[config.mk]
export PLATFORM = sky130hd
export DESIGN_NAME = uart_baud_divisor_calc_flat
export DESIGN_NICKNAME = d
export VERILOG_FILES = /design/src/rtl/ubdc_pkg.sv /design/src/rtl/ubdc_req_if.sv /design/src/rtl/ubdc_rsp_if.sv /design/src/rtl/uart_baud_divisor_calc.sv /design/src/rtl/ubdc_prep.sv /design/src/rtl/ubdc_div_stage.sv /design/src/rtl/ubdc_post.sv /design/src/flat_wrapper.sv
export VERILOG_INCLUDE_DIRS = /design/src /design/src/rtl
export SDC_FILE = /design/constraint.sdc
export NUM_CORES = 2
export LEC_CHECK = 0
export BUFFER_PORTS_ARGS = -buffer_cell sky130_fd_sc_hd__buf_4
export CORE_MARGIN = 2
export CORE_UTILIZATION = 55
export DETAILED_ROUTE_END_ITERATION = 16
export PLACE_DENSITY = 0.7
export SLEW_MARGIN = 20
export SYNTH_ARGS = -nofsm -noshare
export SYNTH_HDL_FRONTEND = slang
export SYNTH_HIERARCHICAL = 1
export SYNTH_SLANG_ARGS = --single-unit
[constraint.sdc]
create_clock -name clock -period 16.2 [get_ports clock]
set_input_delay 0.81 -clock clock [delete_from_list [all_inputs] [get_ports clock]]
set_output_delay 0.81 -clock clock [all_outputs]
set_load 0.05 [all_outputs]
[src/rtl/uart_baud_divisor_calc_assert.svh]
// Assertion macros shared by the divisor calculator RTL.
`ifndef UART_BAUD_DIVISOR_CALC_ASSERT_SVH
`define UART_BAUD_DIVISOR_CALC_ASSERT_SVH

// Same-cycle implication, disabled while reset is high.
`define UBDC_ASSERT_IMP(label, clk, rst, ante, cons, msg) \
   label: assert property (@(posedge clk) disable iff (rst) (ante) |-> (cons)) \
      else $error(msg);

// Next-cycle implication, disabled while reset is high.
`define UBDC_ASSERT_NXT(label, clk, rst, ante, cons, msg) \
   label: assert property (@(posedge clk) disable iff (rst) (ante) |=> (cons)) \
      else $error(msg);

`endif

[src/rtl/ubdc_pkg.sv]
// ----------------------------------------------------------------------------
// ubdc_pkg
// Widths, codes and stage types of the UART baud divisor calculator.
// ----------------------------------------------------------------------------
package ubdc_pkg;

   localparam int PORT_W  = 2;
   localparam int BAUD_W  = 24;
   localparam int CLOCK_W = 32;
   localparam int WORD_W  = 16;
   localparam int FRAC_W  = 4;

   // Dividend is 2*clock + baud, divisor is 2*baud
   localparam int NUM_W = CLOCK_W + 2;
   localparam int DEN_W = BAUD_W + 1;

   // One quotient bit per pipeline stage
   localparam int DIV_STEPS = NUM_W;

   localparam logic [PORT_W-1:0]  FULL_CLOCK_PORT  = 2'd1;
   localparam logic [CLOCK_W-1:0] CORE_CLOCK_RESET = 32'd72000000;

   typedef struct packed {
      logic [DEN_W-1:0] rem;
      logic [NUM_W-1:0] work;
      logic [DEN_W-1:0] den;
      logic             zero;
   } div_work_type;

endpackage

[src/rtl/ubdc_req_if.sv]
// ----------------------------------------------------------------------------
// ubdc_req_if
// Request channel: port number and baud rate with valid/ready.
// ----------------------------------------------------------------------------
interface ubdc_req_if;
   import ubdc_pkg::*;

   logic              valid;
   logic              ready;
   logic [PORT_W-1:0] port_number;
   logic [BAUD_W-1:0] baud_rate;

   modport source (output valid, output port_number, output baud_rate, input ready);
   modport sink   (input valid, input port_number, input baud_rate, output ready);

endinterface

[src/rtl/ubdc_rsp_if.sv]
// ----------------------------------------------------------------------------
// ubdc_rsp_if
// Response channel: divisor word and range flag with valid/ready.
// ----------------------------------------------------------------------------
interface ubdc_rsp_if;
   import ubdc_pkg::*;

   logic              valid;
   logic              ready;
   logic [WORD_W-1:0] divisor_word;
   logic              out_of_range;

   modport source (output valid, output divisor_word, output out_of_range, input ready);
   modport sink   (input valid, input divisor_word, input out_of_range, output ready);

endinterface

[src/rtl/uart_baud_divisor_calc.sv]
// ----------------------------------------------------------------------------
// uart_baud_divisor_calc
// UART 16x oversampling baud divisor calculator, fully pipelined.
// ----------------------------------------------------------------------------
// Usage:
//   req_chan carries a port number and a baud rate; rsp_chan returns the
//   16-bit divisor word (mantissa in 15:4, rounded fraction in 3:0) and an
//   out-of-range flag. csr_wr_en/csr_wr_data write the core clock in Hz;
//   port 1 divides the core clock, other ports divide half of it.
//   The divisor is computed as (2*clock + baud) / (2*baud), one quotient bit
//   per stage over 34 restoring division stages.
//   Stages: one operand stage, 34 division stages, one output register.
//   Throughput: one word per cycle unless the receiver stalls; the division stages set this figure.
//   Each stage has its own valid bit, so bubbles close up and the request
//   side keeps accepting while a response waits.
//   Reset clears all valid bits and loads a 72 MHz core clock.
//   When the receiver stalls, words hold in place and back up stage by stage
//   until req_chan.ready drops; nothing is lost or repeated.
// ----------------------------------------------------------------------------
`include "uart_baud_divisor_calc_assert.svh"

module uart_baud_divisor_calc (
   input  logic        clock,
   input  logic        reset,
   input  logic        csr_wr_en,
   input  logic [31:0] csr_wr_data,
   ubdc_req_if.sink    req_chan,
   ubdc_rsp_if.source  rsp_chan
);
   import ubdc_pkg::*;

   logic         stage_valid [DIV_STEPS+1];
   logic         stage_ready [DIV_STEPS+1];
   div_work_type stage_data  [DIV_STEPS+1];

   // Select clock and set up operands
   ubdc_prep u_prep (
      .clock       (clock),
      .reset       (reset),
      .csr_wr_en   (csr_wr_en),
      .csr_wr_data (csr_wr_data),
      .req         (req_chan),
      .out_valid   (stage_valid[0]),
      .out_ready   (stage_ready[0]),
      .out_data    (stage_data[0])
   );

   // Chain the division steps
   for (genvar g = 0; g < DIV_STEPS; g++) begin : g_div
      ubdc_div_stage u_stage (
         .clock     (clock),
         .reset     (reset),
         .in_valid  (stage_valid[g]),
         .in_ready  (stage_ready[g]),
         .in_data   (stage_data[g]),
         .out_valid (stage_valid[g+1]),
         .out_ready (stage_ready[g+1]),
         .out_data  (stage_data[g+1])
      );
   end

   // Pack the word and check range
   ubdc_post u_post (
      .clock    (clock),
      .reset    (reset),
      .in_valid (stage_valid[DIV_STEPS]),
      .in_ready (stage_ready[DIV_STEPS]),
      .in_data  (stage_data[DIV_STEPS]),
      .rsp      (rsp_chan)
   );

   // Checks
   `UBDC_ASSERT_NXT(a_accept_fills_prep, clock, reset, req_chan.valid && req_chan.ready, stage_valid[0], "accepted word did not reach the operand stage")
   `UBDC_ASSERT_IMP(a_ready_only_when_full, clock, reset, !req_chan.ready, stage_valid[0], "request stalled with an empty operand stage")
   `UBDC_ASSERT_IMP(a_zero_mantissa_flagged, clock, reset, rsp_chan.valid && !rsp_chan.out_of_range, rsp_chan.divisor_word[WORD_W-1:FRAC_W] != '0, "zero mantissa without range flag")
   `UBDC_ASSERT_IMP(a_zero_word_flagged, clock, reset, rsp_chan.valid && (rsp_chan.divisor_word == '0), rsp_chan.out_of_range, "zero divisor word without range flag")

endmodule

[src/rtl/ubdc_prep.sv]
// ----------------------------------------------------------------------------
// ubdc_prep
// Clock register, port clock select and division operand setup stage.
// ----------------------------------------------------------------------------
module ubdc_prep (
   input  logic                  clock,
   input  logic                  reset,
   input  logic                  csr_wr_en,
   input  logic [31:0]           csr_wr_data,
   ubdc_req_if.sink              req,
   output logic                  out_valid,
   input  logic                  out_ready,
   output ubdc_pkg::div_work_type out_data
);
   import ubdc_pkg::*;

   logic [CLOCK_W-1:0] core_clock_ff;
   logic [CLOCK_W-1:0] clock_sel;
   logic               valid_ff;
   div_work_type       data_ff;
   div_work_type       data_in;

   // Hold the core clock setting
   always_ff @(posedge clock) begin
      if (reset) begin
         core_clock_ff <= CORE_CLOCK_RESET;
      end else if (csr_wr_en) begin
         core_clock_ff <= csr_wr_data;
      end
   end

   // Pick the peripheral clock and form round-to-nearest operands
   always_comb begin
      clock_sel = (req.port_number == FULL_CLOCK_PORT) ? core_clock_ff
                                                        : (core_clock_ff >> 1);
      data_in.rem  = '0;
      data_in.work = {1'b0, clock_sel, 1'b0} + NUM_W'(req.baud_rate);
      data_in.den  = {req.baud_rate, 1'b0};
      data_in.zero = (req.baud_rate == '0);
   end

   assign req.ready = !valid_ff || out_ready;

   // Advance the stage register
   always_ff @(posedge clock) begin
      if (reset) begin
         valid_ff <= 1'b0;
      end else if (req.ready) begin
         valid_ff <= req.valid;
      end
   end

   always_ff @(posedge clock) begin
      if (req.valid && req.ready) begin
         data_ff <= data_in;
      end
   end

   assign out_valid = valid_ff;
   assign out_data  = data_ff;

endmodule

[src/rtl/ubdc_div_stage.sv]
// ----------------------------------------------------------------------------
// ubdc_div_stage
// One restoring division step: retires one quotient bit per stage.
// ----------------------------------------------------------------------------
module ubdc_div_stage (
   input  logic                  clock,
   input  logic                  reset,
   input  logic                  in_valid,
   output logic                  in_ready,
   input  ubdc_pkg::div_work_type in_data,
   output logic                  out_valid,
   input  logic                  out_ready,
   output ubdc_pkg::div_work_type out_data
);
   import ubdc_pkg::*;

   logic [DEN_W:0] partial;
   logic [DEN_W:0] diff;
   logic           fits;
   logic           valid_ff;
   div_work_type   data_ff;
   div_work_type   data_in;

   // Shift in the next dividend bit and trial-subtract the divisor
   always_comb begin
      partial      = {in_data.rem, in_data.work[NUM_W-1]};
      diff         = partial - {1'b0, in_data.den};
      fits         = !diff[DEN_W];
      data_in.rem  = fits ? diff[DEN_W-1:0] : partial[DEN_W-1:0];
      data_in.work = {in_data.work[NUM_W-2:0], fits};
      data_in.den  = in_data.den;
      data_in.zero = in_data.zero;
   end

   assign in_ready = !valid_ff || out_ready;

   // Advance when this stage is empty or the next stage takes its word
   always_ff @(posedge clock) begin
      if (reset) begin
         valid_ff <= 1'b0;
      end else if (in_ready) begin
         valid_ff <= in_valid;
      end
   end

   always_ff @(posedge clock) begin
      if (in_valid && in_ready) begin
         data_ff <= data_in;
      end
   end

   assign out_valid = valid_ff;
   assign out_data  = data_ff;

endmodule

[src/rtl/ubdc_post.sv]
// ----------------------------------------------------------------------------
// ubdc_post
// Output register: divisor word packing and range check.
// ----------------------------------------------------------------------------
module ubdc_post (
   input  logic                  clock,
   input  logic                  reset,
   input  logic                  in_valid,
   output logic                  in_ready,
   input  ubdc_pkg::div_work_type in_data,
   ubdc_rsp_if.source            rsp
);
   import ubdc_pkg::*;

   logic              valid_ff;
   logic [WORD_W-1:0] word_ff;
   logic [WORD_W-1:0] word_in;
   logic              range_ff;
   logic              range_in;
   logic              mant_zero;
   logic              mant_wide;

   // Quotient is 16*mantissa + fraction with the rounding carry applied
   always_comb begin
      mant_zero = (in_data.work[NUM_W-1:FRAC_W] == '0);
      mant_wide = (in_data.work[NUM_W-1:WORD_W] != '0);
      word_in   = in_data.zero ? '0 : in_data.work[WORD_W-1:0];
      range_in  = in_data.zero || mant_zero || mant_wide;
   end

   assign in_ready = !valid_ff || rsp.ready;

   // Hold the word until the receiver takes it
   always_ff @(posedge clock) begin
      if (reset) begin
         valid_ff <= 1'b0;
      end else if (in_ready) begin
         valid_ff <= in_valid;
      end
   end

   always_ff @(posedge clock) begin
      if (in_valid && in_ready) begin
         word_ff  <= word_in;
         range_ff <= range_in;
      end
   end

   assign rsp.valid        = valid_ff;
   assign rsp.divisor_word = word_ff;
   assign rsp.out_of_range = range_ff;

endmodule

[src/flat_wrapper.sv]
// flat-port wrapper written by rule: the top's interface ports become plain ports
module uart_baud_divisor_calc_flat import ubdc_pkg::*;
  (clock, reset, csr_wr_en, csr_wr_data, req_chan_valid, req_chan_port_number, req_chan_baud_rate, req_chan_ready, rsp_chan_valid, rsp_chan_divisor_word, rsp_chan_out_of_range, rsp_chan_ready);
  ubdc_req_if req_chan_i ();
  ubdc_rsp_if rsp_chan_i ();
  input  logic clock;
  input  logic reset;
  input  logic csr_wr_en;
  input  logic [31:0] csr_wr_data;
  input wire logic [$bits(req_chan_i.valid)-1:0] req_chan_valid;
  input wire logic [$bits(req_chan_i.port_number)-1:0] req_chan_port_number;
  input wire logic [$bits(req_chan_i.baud_rate)-1:0] req_chan_baud_rate;
  output wire logic [$bits(req_chan_i.ready)-1:0] req_chan_ready;
  output wire logic [$bits(rsp_chan_i.valid)-1:0] rsp_chan_valid;
  output wire logic [$bits(rsp_chan_i.divisor_word)-1:0] rsp_chan_divisor_word;
  output wire logic [$bits(rsp_chan_i.out_of_range)-1:0] rsp_chan_out_of_range;
  input wire logic [$bits(rsp_chan_i.ready)-1:0] rsp_chan_ready;
  assign req_chan_i.valid = req_chan_valid;
  assign req_chan_i.port_number = req_chan_port_number;
  assign req_chan_i.baud_rate = req_chan_baud_rate;
  assign req_chan_ready = req_chan_i.ready;
  assign rsp_chan_valid = rsp_chan_i.valid;
  assign rsp_chan_divisor_word = rsp_chan_i.divisor_word;
  assign rsp_chan_out_of_range = rsp_chan_i.out_of_range;
  assign rsp_chan_i.ready = rsp_chan_ready;
  uart_baud_divisor_calc u_core (.clock(clock), .reset(reset), .csr_wr_en(csr_wr_en), .csr_wr_data(csr_wr_data), .req_chan(req_chan_i), .rsp_chan(rsp_chan_i));
endmodule
* After elaboration in Yosys (flattened, before gate mapping) *
Cells that the tools add are included.

storage, ports and cells
  register bits = 2951
  output and inout port bits = 19
  word-level logic and storage cells = 394

operators by class
  add/subtract/negate cells = 35
  eq/ne operators = 1
  reductions and logical operators = 147
  muxes and demuxes = 34

operator list
  kind                                                  count
  subtractor 26 x 25 -> 26 bit                          33
  2-to-1 mux 25 bit                                     32
  zero test 1 bit                                       70
  logical OR 1 bit                                      38
  logical AND 1 bit                                     36
  adder 33 x 24 -> 34 bit                               1
  2-to-1 mux 32 bit                                     1
  zero test 30 bit                                      1
  subtractor 1 x 25 -> 26 bit                           1
  zero test 24 bit                                      1
  nonzero test 18 bit                                   1
  equality test 2 x 1 -> 1 bit (second input constant)  1
  2-to-1 mux 1 bit                                      1

* Depth between registers and ports, before layout *
  word-level depth = 38
  mapped depth = 37
  depth with buffers taken out = 37

* Cells and area by module *
Netlist, hierarchy kept.

by module, submodules not included
  module                                          area each (µm²)  times used  cells an instance
  ubdc_div_stage at u_core.g_div[24].u_stage ...  4347.9           18          319
  ubdc_div_stage at u_core.g_div[0].u_stage ...   4351.7           15          323
  ubdc_prep                                       5127.4           1           534
  ubdc_div_stage at u_core.g_div[10].u_stage      4332.9           1           323
  ubdc_post                                       733.2            1           50

* Worst setup path before layout *
OpenSTA, ideal clock, no wires.

  path type = input-to-reg
  start point = input rsp_chan_ready
  end point = register u_core.u_prep.data_ff, in the netlist u_core/u_prep/out_data[0] (enable)
  stages on the path = 37
  path slack = 8.141 ns
  library setup time = 0.521 ns
  data arrival time = 7.538 ns
  path through = nand2b_1 > nand2b_1 > nand2b_1 > nand2b_1 > nand2b_1 > nand2b_1 > nand2b_1 > nand2b_1 > nand2b_1 > nand2b_1 > nand2b_1 > nand2b_1 > nand2b_1 > nand2b_1 > nand2b_1 > nand2b_1 > nand2b_1 > nand2b_1 > nand2b_1 > nand2b_1 > nand2b_1 > nand2b_1 > nand2b_1 > nand2b_1 > nand2b_1 > nand2b_1 > nand2b_1 > nand2b_1 > nand2b_1 > nand2b_1 > nand2b_1 > nand2b_1 > nand2b_1 > nand2b_1 > nand2b_1 > nand2b_1 > and2_1

RTL lines
  what                  line                source
  from (decl)           flat_wrapper.sv:17  input wire logic [$bits(rsp_chan_i.ready)-1:0] rsp_chan_ready;
  to (signal assigned)  ubdc_prep.sv:55     data_ff <= data_in;
  to (decl)             ubdc_prep.sv:20     div_work_type data_ff;

==> impl_results.md <==
* Final setup TNS at 0 ns
* First-pass iteration count of the detailed router at 6
* Global route total overflow at 0
* Fin crit share at between 50% and 60%
* Crit path DAT at 8.69 ns
* Leakage power at ~65 nW
* Status: complete, no violations
* Vias in the first global route at 86,400
* Cells on worst reg2reg path at 38
* WP data required at around 15 ns
* Final WL at around 310,000 microns
* YS warnings at 6
* Startpoint Class: flip-flop
* Reg power frac at between 50% and 60%
* Clk Tree Root Cell: clkbuf_16
* Inst Count DP at between 10,000 and 15,000
* Hold depth at 1
* Net Sw Power at ~3.2 mW
* Slowest stage cell on the critical path: dfxtp_1
* CTS buffer count at approximately 310
* Pin count of the biggest net entering global routing at 86
* Tot Pwr at 15.9 mW
* Die width at about 530 microns
* Sw Ratio at about a fifth
* Comb power frac at roughly 2.7%
* Final cell count without fillers at between 15,000 and 20,000
* Worst slew pin tran at between 1 and 1.5 ns
* Fillers at 20,700
* Max Slew Vio Count at 0
* Cell Rows at approximately 190
* Clk sink count at about 3,000
* I/O Buffers at 81
* Power Dens Cells at around 96 nW/um^2
* Routed vias/inst at 5.70
* CTS H-tree lvls at 5
* Critical Path Fanout Max at 3
* End-of-flow core utilization at just over 60%
* CP endpoint kind: output pin
* Initial antenna violation count at 7
* Slew Limit Headroom at roughly 28%
* Hpwl dp at roughly 230,000 microns
* Starting density of the core at roughly 55%
* Clk pwr share at around 44%
* First-iteration detailed-routing DRC count at around 7,000
* Max incr delay on CP at around 0.33 ns
* Die height at between 500 and 600 microns
* Fin crit period at between 9 and 10 ns
* Total GRT Usage at between 20% and 30%
* Final ANT Viol Nets at 0
* CP Class: flip-flop to output pin
* Vias at 88,200
* Clk slew on worst S/H paths at approximately 0.06 ns
* Internal at 12.7 mW
* Post-cts hold buffer count at 0
* Post-Syn Area at around 150,000 sq um
* Hold Fails Final Rpt at 0
* CTS tree: done
* Fmax at between 100 and 150 MHz
* Peak VDD IR at between 0.08 and 0.09 mV
* Overall die area at roughly 280,000 sq um
* Max-Cap Viols at 0
* Commonest non-fill, non-tap cell in the layout: edfxtp_1
* Avg Cell Area, Syn at between 10 and 15 sq um
* Worst skew pair latency at just under 0.9 ns
* Layout cells sized above 1 at around an eighth
* Layout area overhead at 9.84%
* RSZ-0062 raised after global routing: no
* Commonest cells after routing, fill and taps aside: edfxtp_1 (2,915), inv_1 (1,095), ha_1 (875)
* Core ar. at around 270,000 sq um
* Final setup violation count at 0
* Final Wtd Congestion at a little over 0.9
* Nets at ~13,000
* Max Root-Sink Buffers at 4
* Post-CTS Setup Bufs at 0
* Worst min path class: primary input to flip-flop
* Residual DRC at 0
* Post_cts resized at 0
* Mapped Cells at ~11,000
* Crit path top cell by count: nand2b_1
* First-pass GRT wire length at between 400,000 and 500,000 microns
* Setup Skew at roughly 0.063 ns
* DR WL/cell at just over 20 microns
* I/O pin total at slightly above 80
per-layer routing:
| layer | wire, microns | up-vias | track usage (%) |
|---|---|---|---|
| li1 | - | 42400 | - |
| met1 | 140000 | 43200 | 30.7 |
| met2 | 152000 | 2132 | 37.4 |
| met3 | 15100 | 487 | 2.75 |
| met4 | 7070 | 0 | 5.10 |
| met5 | 0 | - | 0 |
power by group through the flow:
stage	Combinational, mW	Clock, mW	Sequential [mW]
after floorplan	0.338	0	8.60
after global placement	0.411	0	8.62
after detailed placement	0.422	0	8.62
after CTS	0.427	7.20	8.46
after global routing	0.476	7.50	8.46
final	0.432	7.02	8.46
layout make-up:
cell class              instances  area, sq um  share of cell area, %
well taps                    3589         4490                   2.70
diodes                          4         10.0                0.00603
clock inverters               186         1840                   1.11
clock buffers                 382         8230                   4.95
repair buffers                150         1370                  0.823
inverters                    1095         4110                   2.47
multi-input cells            7090        57200                   34.4
flip-flops and latches       2983        88900                   53.5
state kept, by name, indices dropped and copies added, names as in the netlist:
signal / flops
u_core/g_div.u_stage/out_data: 2840
u_core/g_div.u_stage/out_valid: 34
u_core/u_post/rsp.divisor_word: 16
u_core/u_post/rsp.out_of_range: 1
u_core/u_post/rsp.valid: 1
u_core/u_prep/core_clock_ff: 32
u_core/u_prep/out_data: 58
u_core/u_prep/out_valid: 1
metrics by stage:
step                      hold WS, ns  setup slack [ns]  cell area, sq um
after floorplan                 0.400              8.14            151000
after global placement          0.401              6.95            156000
after detailed placement        0.405              7.11            156000
after CTS                      0.0519              6.63            166000
after global routing           0.0782              6.11            166000
final                           0.130              6.70            166000
worst max-delay path, delay by kind of cell (launching register included):
kind          cells  cell delay, ns
buf+inv           1            0.20
flops             1            0.33
simple gates     36            7.26
worst paths after layout:
check / startpoint / endpoint / slack [ns]
setup / recovery: u_core/u_post/rsp.valid / req_chan_ready / 6.70
setup reg to reg: u_core/u_post/rsp.valid / u_core/u_prep/out_data[13] / 7.65
hold reg to reg: u_core/g_div[20].u_stage/out_data[41] / u_core/g_div[21].u_stage/out_data[42] / 0.38
hold / removal: req_chan_baud_rate[0] / u_core/u_prep/out_data[26] / 0.13
Power figures use the tool's default switching activity.
